$ cat src/design/srsa_pkg.sv
// Package for the read statistics accumulator.
// Field widths, op/status/table codes, controller state and command/status structs.
// No dependencies.
package srsa_pkg;

  localparam int DEF_MAX_READ_LEN = 1024;
  localparam int DEF_COUNT_BITS   = 32;

  localparam int LEN_W      = 11;
  localparam int QAVG_W     = 16;
  localparam int BCNT_W     = 11;
  localparam int CHAR_W     = 8;
  localparam int BQ_W       = 8;
  localparam int IDX_W      = 11;
  localparam int TAB_W      = 4;
  localparam int DATA_W     = 48;
  localparam int QSUM_W     = 40;
  localparam int NLET       = 5;
  localparam int QBINS      = 256;
  localparam int GCBINS     = 101;
  localparam int PCT_FULL   = 100;
  localparam int GC_W       = 7;
  localparam int QB_W       = 8;
  localparam int REM_W      = 18;
  localparam int DCNT_W     = 3;
  localparam int IN_DATA_W  = 112;
  localparam int IN_USER_W  = 6;
  localparam int OUT_DATA_W = 48;
  localparam int OUT_USER_W = 2;
  localparam int NSCALAR    = 10;

  typedef enum logic [1:0] {
    OP_SUMMARY = 2'd0,
    OP_BASE    = 2'd1,
    OP_READOUT = 2'd2,
    OP_NONE    = 2'd3
  } op_t;

  typedef logic [1:0] status_t;
  localparam status_t ST_OK       = 2'd0;
  localparam status_t ST_RANGE    = 2'd1;
  localparam status_t ST_ZERO_LEN = 2'd2;

  localparam logic [TAB_W-1:0] TAB_LEN      = 4'd0;
  localparam logic [TAB_W-1:0] TAB_QUAL     = 4'd1;
  localparam logic [TAB_W-1:0] TAB_GC       = 4'd2;
  localparam logic [TAB_W-1:0] TAB_POS_CNT  = 4'd3;
  localparam logic [TAB_W-1:0] TAB_POS_QSUM = 4'd4;
  localparam logic [TAB_W-1:0] TAB_POS_A    = 4'd5;
  localparam logic [TAB_W-1:0] TAB_POS_C    = 4'd6;
  localparam logic [TAB_W-1:0] TAB_POS_T    = 4'd7;
  localparam logic [TAB_W-1:0] TAB_POS_G    = 4'd8;
  localparam logic [TAB_W-1:0] TAB_POS_N    = 4'd9;
  localparam logic [TAB_W-1:0] TAB_SCALAR   = 4'd10;

  localparam logic [IDX_W-1:0] SC_READ_COUNT = 11'd0;
  localparam logic [IDX_W-1:0] SC_SHORTEST   = 11'd1;
  localparam logic [IDX_W-1:0] SC_LONGEST    = 11'd2;
  localparam logic [IDX_W-1:0] SC_TOT_LEN    = 11'd3;
  localparam logic [IDX_W-1:0] SC_TOT_QUAL   = 11'd4;
  localparam logic [IDX_W-1:0] SC_TOT_A      = 11'd5;
  localparam logic [IDX_W-1:0] SC_TOT_C      = 11'd6;
  localparam logic [IDX_W-1:0] SC_TOT_T      = 11'd7;
  localparam logic [IDX_W-1:0] SC_TOT_G      = 11'd8;
  localparam logic [IDX_W-1:0] SC_TOT_N      = 11'd9;

  localparam logic [CHAR_W-1:0] CH_A = 8'h41;
  localparam logic [CHAR_W-1:0] CH_C = 8'h43;
  localparam logic [CHAR_W-1:0] CH_T = 8'h54;
  localparam logic [CHAR_W-1:0] CH_G = 8'h47;
  localparam logic [CHAR_W-1:0] CH_N = 8'h4E;

  localparam logic [2:0] LET_A = 3'd0;
  localparam logic [2:0] LET_C = 3'd1;
  localparam logic [2:0] LET_T = 3'd2;
  localparam logic [2:0] LET_G = 3'd3;
  localparam logic [2:0] LET_N = 3'd4;

  typedef enum logic [2:0] {
    S_CLEAR,
    S_IDLE,
    S_DIV,
    S_RD,
    S_WR,
    S_HOLD
  } state_t;

  typedef struct packed {
    logic clear;
    logic load;
    logic div_step;
    logic wr;
    logic out_load;
    logic out_hold;
  } cmd_t;

  typedef struct packed {
    logic clr_done;
    logic div_done;
    logic in_summary;
    logic out_busy;
  } sts_t;

  // {hit, letter index}
  function automatic logic [3:0] letter_code(input logic [CHAR_W-1:0] c);
    logic [3:0] r;
    begin
      unique case (c)
        CH_A:    r = {1'b1, LET_A};
        CH_C:    r = {1'b1, LET_C};
        CH_T:    r = {1'b1, LET_T};
        CH_G:    r = {1'b1, LET_G};
        CH_N:    r = {1'b1, LET_N};
        default: r = 4'd0;
      endcase
      return r;
    end
  endfunction

endpackage

$ cat src/design/srsa_ctrl.sv
// Controller state machine for the read statistics accumulator.
// Depends on srsa_pkg; drives commands to srsa_dp.
module srsa_ctrl (
  input  logic           clk,
  input  logic           rst_n,
  input  logic           in_tvalid,
  output logic           in_tready,
  input  srsa_pkg::sts_t sts,
  output srsa_pkg::cmd_t cmd
);
  import srsa_pkg::*;

  state_t state_r, state_nxt;

  always_ff @(posedge clk) begin
    if (!rst_n) begin
      state_r <= S_CLEAR;
    end else begin
      state_r <= state_nxt;
    end
  end

  always_comb begin
    state_nxt = state_r;
    unique case (state_r)
      S_CLEAR: if (sts.clr_done) state_nxt = S_IDLE;
      S_IDLE: begin
        if (in_tvalid) state_nxt = sts.in_summary ? S_DIV : S_RD;
      end
      S_DIV:   if (sts.div_done) state_nxt = S_RD;
      S_RD:    state_nxt = S_WR;
      S_WR:    state_nxt = sts.out_busy ? S_HOLD : S_IDLE;
      S_HOLD:  if (!sts.out_busy) state_nxt = S_IDLE;
      default: state_nxt = S_CLEAR;
    endcase
  end

  always_comb begin
    cmd       = '0;
    in_tready = 1'b0;
    unique case (state_r)
      S_CLEAR: cmd.clear = 1'b1;
      S_IDLE: begin
        in_tready = 1'b1;
        cmd.load  = in_tvalid;
      end
      S_DIV:   cmd.div_step = 1'b1;
      S_RD:    ;
      S_WR: begin
        cmd.wr       = 1'b1;
        cmd.out_load = !sts.out_busy;
      end
      S_HOLD: begin
        cmd.out_load = !sts.out_busy;
        cmd.out_hold = 1'b1;
      end
      default: ;
    endcase
  end

`ifndef SYNTH
  a_one_in_flight: assert property (@(posedge clk) disable iff (!rst_n)
    cmd.load |=> !in_tready)
    else $error("item accepted while another is in flight");
  a_wr_after_rd: assert property (@(posedge clk) disable iff (!rst_n)
    cmd.wr |-> $past(state_r) == S_RD)
    else $error("memory write without preceding read");
  a_no_overwrite: assert property (@(posedge clk) disable iff (!rst_n)
    cmd.out_load |-> !sts.out_busy)
    else $error("result register overwritten");
`endif

endmodule

$ cat config.mk
export PLATFORM = sky130hd
export DESIGN_NAME = srsa_ctrl
export DESIGN_NICKNAME = d
export VERILOG_FILES = /design/src/design/srsa_pkg.sv /design/src/design/srsa_ctrl.sv
export SDC_FILE = /design/constraint.sdc
export NUM_CORES = 1
export LEC_CHECK = 0
export BUFFER_PORTS_ARGS = -buffer_cell sky130_fd_sc_hd__buf_2
export CAP_MARGIN = 10
export CORE_AREA = 10 10 47 49
export DETAILED_ROUTE_END_ITERATION = 16
export DIE_AREA = 0 0 57 59
export PLACE_DENSITY = 0.51
export SYNTH_ARGS = -nofsm -noshare
export SYNTH_HDL_FRONTEND = slang
export SYNTH_SLANG_ARGS = --single-unit
$ cat constraint.sdc
create_clock -name clk -period 1 [get_ports clk]
set_input_delay 0.05 -clock clk [delete_from_list [all_inputs] [get_ports clk]]
set_output_delay 0.05 -clock clk [all_outputs]
set_load 0.01 [all_outputs]
-- Yosys cells after proc, flatten, opt, wreduce, memory -nomap -nowiden
Index checks and enable logic that the tools add are counted.
- bits in registers: 3
- bits in latches: 0
- memory bits (writable): 0
- memory bits (read-only): 0
- bits of input ports: 7
- memories kept: 0
- add/sub/neg operators: 0
- $mul: 0
- div/mod/pow operators: 0
- order comparisons: 0
- equal/unequal tests: 9
- shifts and indexed selects: 0
- muxes and demuxes: 14
- bitwise gates (word level): 0
- reductions and logical operators: 4
- operator list (kind ; count):
    $pmux W3 S6 ; 1
    $mux W3 ; 5
    $mux W1 ; 8
    $ne A2 B2 Y1 const B ; 4
    $eq A3 B2 Y1 const B ; 2
    $eq A3 B3 Y1 const B ; 2
    $reduce_and A4 Y1 ; 1
    $eq A3 B1 Y1 const B ; 1
    $logic_not A3 Y1 ; 1
    $reduce_or A2 Y1 ; 1
    $logic_not A1 Y1 ; 1

-- Logic depth before layout (Yosys ltp)
- word-level depth: 3
- gate-level depth with buffers: 4
- gate-level depth less buffers: 3

-- Worst setup path after synthesis
Ideal clock, no wire load.
- path type: flip-flop to output port
- start: register state_r[0]
- end: output port cmd[4] (netlist name)
- arrival time: 922 ps
- required time: 950 ps
- path slack: 28 ps
- stages on the path, launching flop included: 5
- cell sequence: dfxtp_1 buf_4 inv_1 nor3_2 and2_1
- RTL lines (item ; line ; RTL):
    start: declaration ; srsa_ctrl.sv:13 ; state_t state_r, state_nxt;
    start signal: assignment ; srsa_ctrl.sv:19 ; state_r <= state_nxt;
    end: declaration ; srsa_ctrl.sv:9 ; output srsa_pkg::cmd_t cmd

==> impl_metrics.ini <==
[run_status]
status = finished with violations
violations = setup timing

[floorplan]
rows = 14
dieArea_um2 = 3360
coreArea_um2 = 1400
io_pins = 14
die_w_um = 57
initial_core_util = 0.158
die_y_um = 59

[global_routing]
overflow = 0
grt_pass1_vias = 305
grt_first_pass_wirelength_um = 1170
grt_start_max_net_pins = 9
antenna_found_initial = 0
grt_usage = 0.0445

[synth]
ys_ff_latch = 3
syn_area_um2 = 221
synth_nets = 35
synth.most_common_cell = nor3_1
async_flop_share = 0
synth_cell_type_count = 16
synth_area_leaders = dfxtp_1 (27%), nor3_1 (9.0%), nor3_2 (9.0%), nand2b_4 (6.2%), and2_1 (5.6%)
syn_avg_cell_area_um2 = 7.91
yosysSeqAreaShare = 0.271
synth-main-ff-cell = dfxtp_1
synth_common_cells = nor3_1 (4), dfxtp_1 (3), inv_1 (3), nor2_1 (3)
yosysTopAreaCellShare = 0.271
synth_edf_count = 0
synthCells = 28
yosysTopAreaCell = dfxtp_1
yosysWarnings = 0

[clock_tree]
clk_pin_slew_worst_paths_ns = 0.04
clockBufferDepth = 2
clock_sinks = 3
worstSkewPairLatency_ns = 0.23
cts.htree.levels = 1
cts_tree = yes
cts_hold_buffers = 0
cts-root-buf = clkbuf_4
cts_buffers = 3

[timing]
hold_viol_final = 0
final.period_utilization = 1.09
holdWs_ns = 0.0520
grt_setup_unrepaired = true
slew_viol_final = 0
worstMarginPinSlew_ns = 0.200
finalCriticalPeriod_ns = 1.09
setup_viol = 6
slew_headroom = 0.866
skew_ns = 0.00274
fmax_mhz = 917
setup_slack_ns = -0.0911

[place]
dpl-instance-area_um2 = 318
gp_congestion = 0.773
place_inst = 59
port_buffers = 13
hpwl_um = 525

[worst_setup_path]
cp-end-kind = primary output
crit_chain = buf_4, nor3_1, buf_2
cp_top_family = flip-flops
required_ns = 0.95
crit_arrival_ns = 1.04
cpPeakStageDelay_ns = 0.36
start_kind = flop
crit_type = reg -> out
worstPathMaxFanout = 6
critPathBufInv = 2
worst_path_max_delay_cell = dfxtp_4

[layout]
nets = 57
drive_gt1_frac = 0.673
antennaDiodeCount = 0
final_cells = 65
syn_to_final_growth_pct = 81.4
fillers = 160
largest_reg_flops = 3
seqCellArea_um2 = 71.3
reg.largest.list = state_r: 3 flops
top_register = state_r
multi_input_area_um2 = 153
design_area_um2 = 402

[power_and_ir_drop]
pwr-share-seq = 0.290
p_per_area_nw_per_um2 = 1230
switching_power_mw = 0.143
p_comb_frac = 0.265
p_int_mw = 0.352
leakage_nw = 0.192
switching_share = 0.288
pwr-share-clk = 0.446
ir_worst_vdd_v = 0.000305

[detailed_routing]
viasPerCell = 3.91
drc = 0
wl_per_cell_um = 10.8
drt_first_pass_iters = 3
via_count = 254
drt_iter0_drc = 1
totalWireLength_um = 705
ant_nets = 0

[min_path]
hold_path_class = in -> reg

[run]
cap_viol_max_count = 0
-- timing repair --
item,in CTS,in global routing
setup buffers,2,0
pin swaps,1,2
gates cloned,0,0
gates resized for setup,8,6
setup endpoints to repair,9,8
-- cell usage in the layout (no fill, tap or decap), drive strengths merged --
master / Yosys / routed
and3b: 1 / 1
o22ai: 1 / 1
o21a: 1 / 1
nand2b: 1 / 1
and2: 2 / 2
nor3: 6 / 6
and4b: 1 / 1
nand2: 2 / 2
inv: 3 / 3
clkbuf: 0 / 4
buf: 2 / 19
nand3b: 1 / 1
nor2: 3 / 3
o21ai: 1 / 1
dfxtp: 3 / 3
-- layout make-up --
class,count,share of cell area
flip-flops and latches,3,0.178
multi-input cells,20,0.380
clock buffers,4,0.0654
well taps,16,0.0498
inverters,3,0.0280
repair buffers,19,0.299
-- logic make-up after synthesis --
| kind of cell | after synthesis | synth area share |
|---|---|---|
| AND/OR/NAND/NOR | 17 | 0.508 |
| AO/OA/AOI/OAI | 3 | 0.0848 |
| flip-flops | 3 | 0.271 |
| buffers and inverters | 5 | 0.136 |
-- metrics by stage --
step | total power [mW] | worst slack [ns] | util | TNS (ns)
floorplan | 0.206 | 0.0285 | - | 0
global placement | 0.260 | -0.0141 | 0.227 | -0.0141
detailed placement | 0.261 | -0.0539 | 0.227 | -0.0673
CTS | 0.493 | -0.108 | 0.272 | -0.476
global route | 0.535 | -0.173 | 0.287 | -0.860
finish | 0.495 | -0.0911 | 0.287 | -0.361
-- power groups by stage --
stage | registers, mW | logic, mW | clock network (mW)
after CTS | 0.143 | 0.128 | 0.222
after global routing | 0.146 | 0.147 | 0.242
after floorplan | 0.137 | 0.0689 | 0
final | 0.143 | 0.131 | 0.220
after global placement | 0.146 | 0.114 | 0
after detailed placement | 0.147 | 0.114 | 0
-- metal layers --
metal | vias up | share of wire | GRT usage | wire [um]
met5 | - | 0 | 0 | 0
met4 | 0 | 0 | 0.0503 | 0
met3 | 0 | 0.096 | 0.0236 | 68
met2 | 8 | 0.51 | 0.0667 | 360
met1 | 110 | 0.39 | 0.0404 | 276
li1 | 136 | - | - | -
-- worst reg2reg max path, stage by stage (launching register included) --
cell and delay [ns]:
dfxtp_4 0.38, buf_4 0.14, and4b_1 0.25, nor3_2 0.04, o21a_1 0.17
-- worst paths after layout --
path	startpoint	endpoint	slack (ns)	depth (start not counted)
max	state_r[0]	cmd[3]	-0.09	3
min	rst_n	state_r[0]	0.05	2
max reg2reg	state_r[2]	state_r[0]	-0.09	4
min reg2reg	state_r[2]	state_r[1]	0.64	1
No activity file was read; power rests on OpenSTA's default activity.
